[src/rtl/hhlp_pkg.sv]
// Shared types and constants for the HTTP header line parser.
package hhlp_pkg;

  localparam int unsigned ByteW   = 8;
  localparam int unsigned OffsetW = 12;

  localparam logic [ByteW-1:0]   ChCr    = 8'h0D;
  localparam logic [ByteW-1:0]   ChLf    = 8'h0A;
  localparam logic [ByteW-1:0]   ChColon = 8'h3A;
  localparam logic [ByteW-1:0]   ChSpace = 8'h20;
  localparam logic [OffsetW-1:0] OffsetMax    = {OffsetW{1'b1}};
  localparam logic [OffsetW-1:0] MaxOffsetRst = 12'd255;

  typedef enum logic [1:0] {
    ROLE_SEP   = 2'd0,
    ROLE_KEY   = 2'd1,
    ROLE_VALUE = 2'd2
  } role_e;

  typedef enum logic [2:0] {
    ERR_NONE     = 3'd0,
    ERR_KEY_BRK  = 3'd1,
    ERR_NO_SPACE = 3'd2,
    ERR_VAL_LONG = 3'd3,
    ERR_CR_NO_LF = 3'd4
  } err_e;

  typedef struct packed {
    logic [ByteW-1:0] byte_out;
    role_e            role;
    logic             key_done;
    logic             line_done;
    logic             headers_done;
    err_e             err_code;
  } hhlp_res_t;

endpackage

[src/rtl/hhlp_if.sv]
// Stream and configuration channel interfaces of the header line parser.
interface hhlp_in_if;
  logic       valid;
  logic       ready;
  logic [7:0] byte_in;
  logic       restart;

  modport source (output valid, output byte_in, output restart, input ready);
  modport sink (input valid, input byte_in, input restart, output ready);
endinterface

interface hhlp_out_if;
  logic       valid;
  logic       ready;
  logic [7:0] byte_out;
  logic [1:0] role;
  logic       key_done;
  logic       line_done;
  logic       headers_done;
  logic       error;
  logic [2:0] error_code;

  modport source (
    output valid, output byte_out, output role, output key_done, output line_done,
    output headers_done, output error, output error_code, input ready
  );
  modport sink (
    input valid, input byte_out, input role, input key_done, input line_done,
    input headers_done, input error, input error_code, output ready
  );
endinterface

interface hhlp_cfg_if;
  logic        valid;
  logic        ready;
  logic [11:0] data;

  modport source (output valid, output data, input ready);
  modport sink (input valid, input data, output ready);
endinterface

[src/rtl/hhlp_parser.sv]
// Header line state machine: tags one byte per advance and tracks sticky errors.
module hhlp_parser (
  input  logic                         clk_i,
  input  logic                         rst_ni,
  input  logic                         adv_i,
  input  logic [hhlp_pkg::ByteW-1:0]   byte_i,
  input  logic                         restart_i,
  input  logic [hhlp_pkg::OffsetW-1:0] max_off_i,
  output hhlp_pkg::hhlp_res_t          res_o
);
  import hhlp_pkg::*;

  typedef enum logic [3:0] {
    S_START  = 4'd0,
    S_KEY    = 4'd1,
    S_COLON  = 4'd2,
    S_SPACE  = 4'd3,
    S_VALUE  = 4'd4,
    S_CR     = 4'd5,
    S_LF     = 4'd6,
    S_END_CR = 4'd7
  } state_e;

  state_e             state_q, state_d, state_cur;
  logic [OffsetW-1:0] off_q, off_d, off_cur;
  err_e               err_q, err_d, err_cur;
  logic [OffsetW:0]   off_inc;
  logic               too_long;

  assign state_cur = restart_i ? S_START : state_q;
  assign off_cur   = restart_i ? '0 : off_q;
  assign err_cur   = restart_i ? ERR_NONE : err_q;
  assign off_inc   = {1'b0, off_cur} + {{OffsetW{1'b0}}, 1'b1};
  assign too_long  = off_inc > {1'b0, max_off_i};

  always_comb begin
    state_d            = state_cur;
    off_d              = off_cur;
    err_d              = err_cur;
    res_o.byte_out     = byte_i;
    res_o.role         = ROLE_SEP;
    res_o.key_done     = 1'b0;
    res_o.line_done    = 1'b0;
    res_o.headers_done = 1'b0;
    if (err_cur == ERR_NONE) begin
      case (state_cur)
        S_KEY: begin
          if (byte_i == ChColon) begin
            res_o.key_done = 1'b1;
            state_d        = S_COLON;
          end else if (byte_i == ChCr || byte_i == ChLf) begin
            err_d = ERR_KEY_BRK;
          end else begin
            res_o.role = ROLE_KEY;
          end
        end
        S_COLON: begin
          if (byte_i == ChSpace) begin
            state_d = S_SPACE;
          end else begin
            err_d = ERR_NO_SPACE;
          end
        end
        S_SPACE: begin
          res_o.role = ROLE_VALUE;
          off_d      = '0;
          state_d    = S_VALUE;
        end
        S_VALUE: begin
          if (byte_i == ChCr) begin
            state_d = S_CR;
          end else begin
            if (too_long) begin
              err_d = ERR_VAL_LONG;
            end else begin
              res_o.role = ROLE_VALUE;
            end
            off_d = off_inc[OffsetW] ? OffsetMax : off_inc[OffsetW-1:0];
          end
        end
        S_CR: begin
          if (byte_i == ChLf) begin
            res_o.line_done = 1'b1;
            state_d         = S_LF;
          end else begin
            err_d = ERR_CR_NO_LF;
          end
        end
        S_LF: begin
          if (byte_i == ChCr) begin
            state_d = S_END_CR;
          end else begin
            res_o.role = ROLE_KEY;
            state_d    = S_KEY;
          end
        end
        S_END_CR: begin
          if (byte_i == ChLf) begin
            res_o.headers_done = 1'b1;
            state_d            = S_START;
          end else begin
            err_d = ERR_CR_NO_LF;
          end
        end
        default: begin
          if (byte_i != ChCr && byte_i != ChLf) begin
            res_o.role = ROLE_KEY;
            state_d    = S_KEY;
          end else begin
            state_d = S_START;
          end
        end
      endcase
    end
    res_o.err_code = err_d;
  end

  always_ff @(posedge clk_i or negedge rst_ni) begin
    if (!rst_ni) begin
      state_q <= S_START;
      off_q   <= '0;
      err_q   <= ERR_NONE;
    end else if (adv_i) begin
      state_q <= state_d;
      off_q   <= off_d;
      err_q   <= err_d;
    end
  end

endmodule

[src/rtl/http_header_line_parser_core.sv]
// Top level of the HTTP header line parser: input beat register, parser, result register.
//
//  channel  | dir | beat payload
//  ---------+-----+------------------------------------------------------------
//  hdr_i    | in  | byte_in, restart
//  res_o    | out | byte_out, role, key_done, line_done, headers_done, error,
//           |     | error_code
//  cfg_i    | in  | data = max_value_offset (12 bits, always ready)
//
// One beat per cycle sustained while res_o is ready; a byte passes the input and result registers to res_o.
// The parser state advances as a beat moves from the input register to the result
// register, so consecutive bytes see each other's state with no bubble.
// A stalled res_o holds its beat; one more beat waits in the input register.
// Reset returns the parser to the start state, clears the error and loads 255.
module http_header_line_parser_core (
  input logic        clk_i,
  input logic        rst_ni,
  hhlp_in_if.sink    hdr_i,
  hhlp_out_if.source res_o,
  hhlp_cfg_if.sink   cfg_i
);
  import hhlp_pkg::*;

  logic               in_vld_q;
  logic [ByteW-1:0]   byte_q;
  logic               restart_q;
  logic               out_vld_q;
  hhlp_res_t          res_q, res_d;
  logic [OffsetW-1:0] max_off_q;
  logic               adv;

  assign adv         = in_vld_q && (!out_vld_q || res_o.ready);
  assign hdr_i.ready = !in_vld_q || adv;
  assign cfg_i.ready = 1'b1;

  hhlp_parser u_parser (
    .clk_i     (clk_i),
    .rst_ni    (rst_ni),
    .adv_i     (adv),
    .byte_i    (byte_q),
    .restart_i (restart_q),
    .max_off_i (max_off_q),
    .res_o     (res_d)
  );

  always_ff @(posedge clk_i or negedge rst_ni) begin
    if (!rst_ni) begin
      in_vld_q  <= 1'b0;
      out_vld_q <= 1'b0;
      max_off_q <= MaxOffsetRst;
    end else begin
      if (hdr_i.ready) begin
        in_vld_q <= hdr_i.valid;
      end
      if (adv) begin
        out_vld_q <= 1'b1;
      end else if (res_o.ready) begin
        out_vld_q <= 1'b0;
      end
      if (cfg_i.valid) begin
        max_off_q <= cfg_i.data;
      end
    end
  end

  always_ff @(posedge clk_i) begin
    if (hdr_i.valid && hdr_i.ready) begin
      byte_q    <= hdr_i.byte_in;
      restart_q <= hdr_i.restart;
    end
    if (adv) begin
      res_q <= res_d;
    end
  end

  assign res_o.valid        = out_vld_q;
  assign res_o.byte_out     = res_q.byte_out;
  assign res_o.role         = res_q.role;
  assign res_o.key_done     = res_q.key_done;
  assign res_o.line_done    = res_q.line_done;
  assign res_o.headers_done = res_q.headers_done;
  assign res_o.error        = res_q.err_code != ERR_NONE;
  assign res_o.error_code   = res_q.err_code;

`ifndef NO_ASSERTIONS
  a_one_done: assert property (@(posedge clk_i) disable iff (!rst_ni)
    res_o.valid |-> $onehot0({res_o.key_done, res_o.line_done, res_o.headers_done}))
    else $error("more than one done flag on a result beat");

  a_err_quiet: assert property (@(posedge clk_i) disable iff (!rst_ni)
    (res_o.valid && res_o.error) |->
      (res_o.role == ROLE_SEP && !res_o.key_done && !res_o.line_done &&
       !res_o.headers_done))
    else $error("error beat carries a role or done flag");

  a_err_sticky: assert property (@(posedge clk_i) disable iff (!rst_ni)
    (adv && res_q.err_code != ERR_NONE && out_vld_q && !restart_q) |=>
      (res_q.err_code == $past(res_q.err_code)))
    else $error("error code changed without restart");
`endif

endmodule

[src/flat_wrapper.sv]
// flat-port wrapper written by rule: the top's interface ports become plain ports
module http_header_line_parser_core_flat import hhlp_pkg::*;
  (clk_i, rst_ni, hdr_i_valid, hdr_i_byte_in, hdr_i_restart, hdr_i_ready, res_o_valid, res_o_byte_out, res_o_role, res_o_key_done, res_o_line_done, res_o_headers_done, res_o_error, res_o_error_code, res_o_ready, cfg_i_valid, cfg_i_data, cfg_i_ready);
  hhlp_in_if hdr_i_i ();
  hhlp_out_if res_o_i ();
  hhlp_cfg_if cfg_i_i ();
  input logic clk_i;
  input logic rst_ni;
  input wire logic [$bits(hdr_i_i.valid)-1:0] hdr_i_valid;
  input wire logic [$bits(hdr_i_i.byte_in)-1:0] hdr_i_byte_in;
  input wire logic [$bits(hdr_i_i.restart)-1:0] hdr_i_restart;
  output wire logic [$bits(hdr_i_i.ready)-1:0] hdr_i_ready;
  output wire logic [$bits(res_o_i.valid)-1:0] res_o_valid;
  output wire logic [$bits(res_o_i.byte_out)-1:0] res_o_byte_out;
  output wire logic [$bits(res_o_i.role)-1:0] res_o_role;
  output wire logic [$bits(res_o_i.key_done)-1:0] res_o_key_done;
  output wire logic [$bits(res_o_i.line_done)-1:0] res_o_line_done;
  output wire logic [$bits(res_o_i.headers_done)-1:0] res_o_headers_done;
  output wire logic [$bits(res_o_i.error)-1:0] res_o_error;
  output wire logic [$bits(res_o_i.error_code)-1:0] res_o_error_code;
  input wire logic [$bits(res_o_i.ready)-1:0] res_o_ready;
  input wire logic [$bits(cfg_i_i.valid)-1:0] cfg_i_valid;
  input wire logic [$bits(cfg_i_i.data)-1:0] cfg_i_data;
  output wire logic [$bits(cfg_i_i.ready)-1:0] cfg_i_ready;
  assign hdr_i_i.valid = hdr_i_valid;
  assign hdr_i_i.byte_in = hdr_i_byte_in;
  assign hdr_i_i.restart = hdr_i_restart;
  assign hdr_i_ready = hdr_i_i.ready;
  assign res_o_valid = res_o_i.valid;
  assign res_o_byte_out = res_o_i.byte_out;
  assign res_o_role = res_o_i.role;
  assign res_o_key_done = res_o_i.key_done;
  assign res_o_line_done = res_o_i.line_done;
  assign res_o_headers_done = res_o_i.headers_done;
  assign res_o_error = res_o_i.error;
  assign res_o_error_code = res_o_i.error_code;
  assign res_o_i.ready = res_o_ready;
  assign cfg_i_i.valid = cfg_i_valid;
  assign cfg_i_i.data = cfg_i_data;
  assign cfg_i_ready = cfg_i_i.ready;
  http_header_line_parser_core u_core (.clk_i(clk_i), .rst_ni(rst_ni), .hdr_i(hdr_i_i), .res_o(res_o_i), .cfg_i(cfg_i_i));
endmodule
[config.mk]
export PLATFORM = sky130hd
export DESIGN_NAME = http_header_line_parser_core_flat
export DESIGN_NICKNAME = d
export VERILOG_FILES = /design/src/rtl/hhlp_pkg.sv /design/src/rtl/hhlp_if.sv /design/src/rtl/hhlp_parser.sv /design/src/rtl/http_header_line_parser_core.sv /design/src/flat_wrapper.sv
export SDC_FILE = /design/constraint.sdc
export NUM_CORES = 1
export LEC_CHECK = 0
export ABC_AREA = 1
export BUFFER_PORTS_ARGS = -buffer_cell sky130_fd_sc_hd__buf_4
export CAP_MARGIN = 10
export CELL_PAD_IN_SITES_DETAIL_PLACEMENT = 0
export CELL_PAD_IN_SITES_GLOBAL_PLACEMENT = 1
export CORE_UTILIZATION = 43
export DETAILED_ROUTE_END_ITERATION = 10
export PLACE_DENSITY_LB_ADDON = 0.08
export SYNTH_ARGS = -nofsm -noshare
export SYNTH_HDL_FRONTEND = slang
export SYNTH_HIERARCHICAL = 1
export SYNTH_SLANG_ARGS = --single-unit
[constraint.sdc]
create_clock -name clk_i -period 3.3 [get_ports clk_i]
set_input_delay 0.33 -clock clk_i [delete_from_list [all_inputs] [get_ports clk_i]]
set_output_delay 0.33 -clock clk_i [all_outputs]
set_load 0.05 [all_outputs]
==> flow_summary.json <==
{
  "swShare_pct": 31.7,
  "fin_crit_sh_pct": 92.6,
  "dp.final_hpwl_mm": 6.05,
  "tns_ns": 0,
  "drive_gt1_share_pct": 21.3,
  "crit_arrival_ns": 3.16,
  "rsz0062_at_grt": "no",
  "grt_pass1_wl_mm": 13.8,
  "die_w_um": 93.2,
  "h-tree-depth": 3,
  "syn-mean-instance-area_um2": 8.06,
  "finalClockSkew_ns": 0.0156,
  "yosysMostFrequentCell": "nand2_1",
  "routed_wl_mm": 8.22,
  "dpl-instance-area_um2": 3920,
  "hold_ws_ns": 0.156,
  "fin_nets": 526,
  "vias_per_cell": 5.06,
  "firstDrtPassIters": 5,
  "grt_max_degree": 36,
  "synth_compound_area_share_pct": 10.2,
  "critPathMaxFanout": 4,
  "insertion_delay_ns": 0.35,
  "cpMostUsedCell": "nand2_1",
  "slew_headroom_pct": 59.6,
  "hold_violations": 0,
  "yosys-top-cells-area": "edfxtp_1 21%, dfrtp_1 17%, nand2_1 12%, inv_1 7.0%, dfstp_2 5.9%",
  "comb_power_share_pct": 20.0,
  "path_cells": "nor2_1 > ha_1 > nand4_4 > nor2_2 > nand2_1 > nor2_1 > xor2_1 > inv_1 > ha_1 > a21o_1 > a21oi_1 > nand2_1 > inv_1 > nand2_1 > nand3_1 > nand2_1 > nand2_1 > nand2_2",
  "crit_type": "flip-flop to flip-flop",
  "synth-async-reset-ratio_pct": 56.9,
  "wl_per_cell_um": 13.8,
  "synth_commonest_cells": "118 x nand2_1, 67 x inv_1, 31 x o21ai_0, 28 x nor2_1",
  "muxShareOfSynthArea_pct": 0,
  "critPathBufInv": 2,
  "cts_buffer_depth": 2,
  "synthXorXnorAreaFrac_pct": 1.47,
  "p_clk_share_pct": 37.4,
  "dominantRegCellSynth": "edfxtp_1",
  "hold_class": "primary input to flip-flop",
  "portBuffers": 44,
  "end_kind": "flip-flop",
  "ys_seq_elements": 58,
  "outcome": "completed",
  "ir_drop_uv": 186,
  "switchingPower_w": 0.000642,
  "path_delay_family": "simple AND/OR/NAND/NOR gates",
  "diodes": 0,
  "drc": 0,
  "postRouteAntennaNets": 0,
  "critPathSlowestCell": "edfxtp_1",
  "drt_iter0_drc": 137,
  "ys_warn_count": 6,
  "synth_top_area_cell": "edfxtp_1",
  "finalSetupViolCount": 0,
  "syn_to_final_growth_pct": 16.4,
  "gp_congestion": 0.935,
  "tightest_slew_ns": 0.605,
  "cts_tree": "done",
  "synth_top_area_share_pct": 21.0,
  "critical-path-max-stage-delay_ns": 0.46,
  "cts_root_buf": "clkbuf_8",
  "numCtsBuffers": 9,
  "clock-sinks": 58,
  "pin_count": 46,
  "dieArea_um2": 8690,
  "synth_edf_count": 25,
  "cap_violations": 0,
  "share_seq_of_total_power_pct": 42.5,
  "powerDensity_nw_per_um2": 486,
  "rows": 32,
  "coreArea_um2": 7890,
  "initial_core_util_pct": 45.4,
  "grt_pass1_vias": 2860,
  "synth_top_family_by_area": "simple AND/OR/NAND/NOR gates",
  "ys_types": 43,
  "synthCells": 444,
  "power.leakage_nw": 2.12,
  "final_max_slew_viol_count": 0,
  "syn-num-nets": 483,
  "ys_seq_area_share_pct": 44.3,
  "grt_antenna_before_repair": 0,
  "vias": 3008,
  "crit_path_start_kind": "flip-flop",
  "design_area_um2": 4170,
  "max_freq_ghz": 0.327,
  "track_usage_pct": 21.0,
  "synth-adder-area-share_pct": 4.54,
  "clk_pin_slew_ns": 0.08,
  "yosys.area_share.simple_pct": 27.0,
  "post-route-min-period_ns": 3.06,
  "fp.dieH_um": 93.2,
  "p_int_w": 0.00138,
  "required_ns": 3.40,
  "overflow": 0,
  "syn_area_um2": 3580,
  "final_util_pct": 52.8
}
-- area by class of cell --
type                            count  area [µm²]
Fill cell                         752        3720
Sequential cell                    58        1590
Multi-Input combinational cell    291        1560
Timing Repair Buffer               51         385
Inverter                           76         285
Tap cell                          102         128
Clock buffer                        9         124
Clock inverter                      7         103
-- per-stage QoR --
step,power (W),instances,setup WS [ns]
after floorplan,0.00117,444,0.381
after global placement,0.00128,576,0.263
after detailed placement,0.00128,576,0.170
after CTS,0.00205,593,0.141
after global routing,0.00213,594,0.0209
final,0.00203,594,0.244
-- flip-flops by register name, summed over array words and instances, names as in the netlist --
| register | flops |
|---|---|
| u_core/u_parser/off_q | 12 |
| u_core/res_o.byte_out | 8 |
| u_core/res_o.headers_done | 1 |
| u_core/restart_q | 1 |
| u_core/res_o.role | 2 |
| u_core/max_off_q | 12 |
| u_core/u_parser/state_q | 4 |
| u_core/res_o.valid | 1 |
| u_core/byte_q | 8 |
| u_core/u_parser/err_q | 3 |
| u_core/res_o.error_code | 3 |
| u_core/res_o.line_done | 1 |
| u_core/in_vld_q | 1 |
| u_core/res_o.key_done | 1 |
-- cell usage in the layout, fill, tap and decap left out, types with 8 or more instances in the layout --
master	synthesis	layout
a21oi_1	14	13
buf_4	9	50
clkbuf_8	0	9
dfrtp_1	25	25
dfstp_2	8	8
edfxtp_1	25	25
ha_1	13	13
inv_1	67	67
inv_2	8	8
nand2_1	118	118
nand3_1	22	22
nor2_1	28	27
o21ai_0	31	31
o21ai_1	9	9
-- cell families after synthesis --
family,Yosys count
flip-flops,58
AND/OR/NAND/NOR,205
XOR/XNOR,6
AO/OA/AOI/OAI,66
adder cells (fa/ha/maj),13
other,1
buffers and inverters,95
-- metal layers --
metal / GRT usage (%) / share of wire [%] / up-vias / wire length [µm]
li1: - / - / 1511 / -
met1: 25.5 / 44 / 1385 / 3630
met2: 36.2 / 49 / 97 / 4040
met3: 4.23 / 4.4 / 15 / 361
met4: 8.97 / 2.3 / 0 / 188
met5: 0 / 0 / - / 0
-- worst register-to-register path, delay by kind of cell (launching register included) --
kind	cells	cell delay [ns]
AND/OR/NAND/NOR	11	1.18
adder cells (fa/ha/maj)	2	0.56
flip-flops	1	0.46
AO/OA/AOI/OAI	2	0.29
XOR/XNOR	1	0.20
buffers and inverters	2	0.10
-- final timing paths --
check,end,startpoint,cells past startpoint,slack (ns)
worst min register to register,u_core/res_o.byte_out[7],u_core/byte_q[7],0,0.45
max in group asynchronous,u_core/max_off_q[5],rst_ni,2,2.49
worst max-delay path,u_core/res_o.error_code[0],u_core/restart_q,18,0.24
worst min-delay path,u_core/byte_q[7],hdr_i_byte_in[7],1,0.16
min in group asynchronous,u_core/max_off_q[9],rst_ni,2,0.46
worst max register to register,u_core/res_o.error_code[0],u_core/restart_q,18,0.24
-- repair_timing --
action                                 4_1_cts  5_1_grt
setup endpoints to repair                    0        5
resized for setup                            0        1
setup buffers                                0        1
endpoints found under the hold margin       25        0
hold buffers                                 1        0
-- power groups by stage --
stage / logic [W] / clock network [W] / registers (W)
4_1_cts: 0.000408 / 0.000780 / 0.000863
3_5_place_dp: 0.000406 / 0 / 0.000876
5_1_grt: 0.000451 / 0.000807 / 0.000870
6_report: 0.000405 / 0.000758 / 0.000862
2_1_floorplan: 0.000234 / 0 / 0.000933
3_3_place_gp: 0.000402 / 0 / 0.000876
(Power assumes the default switching activity.)
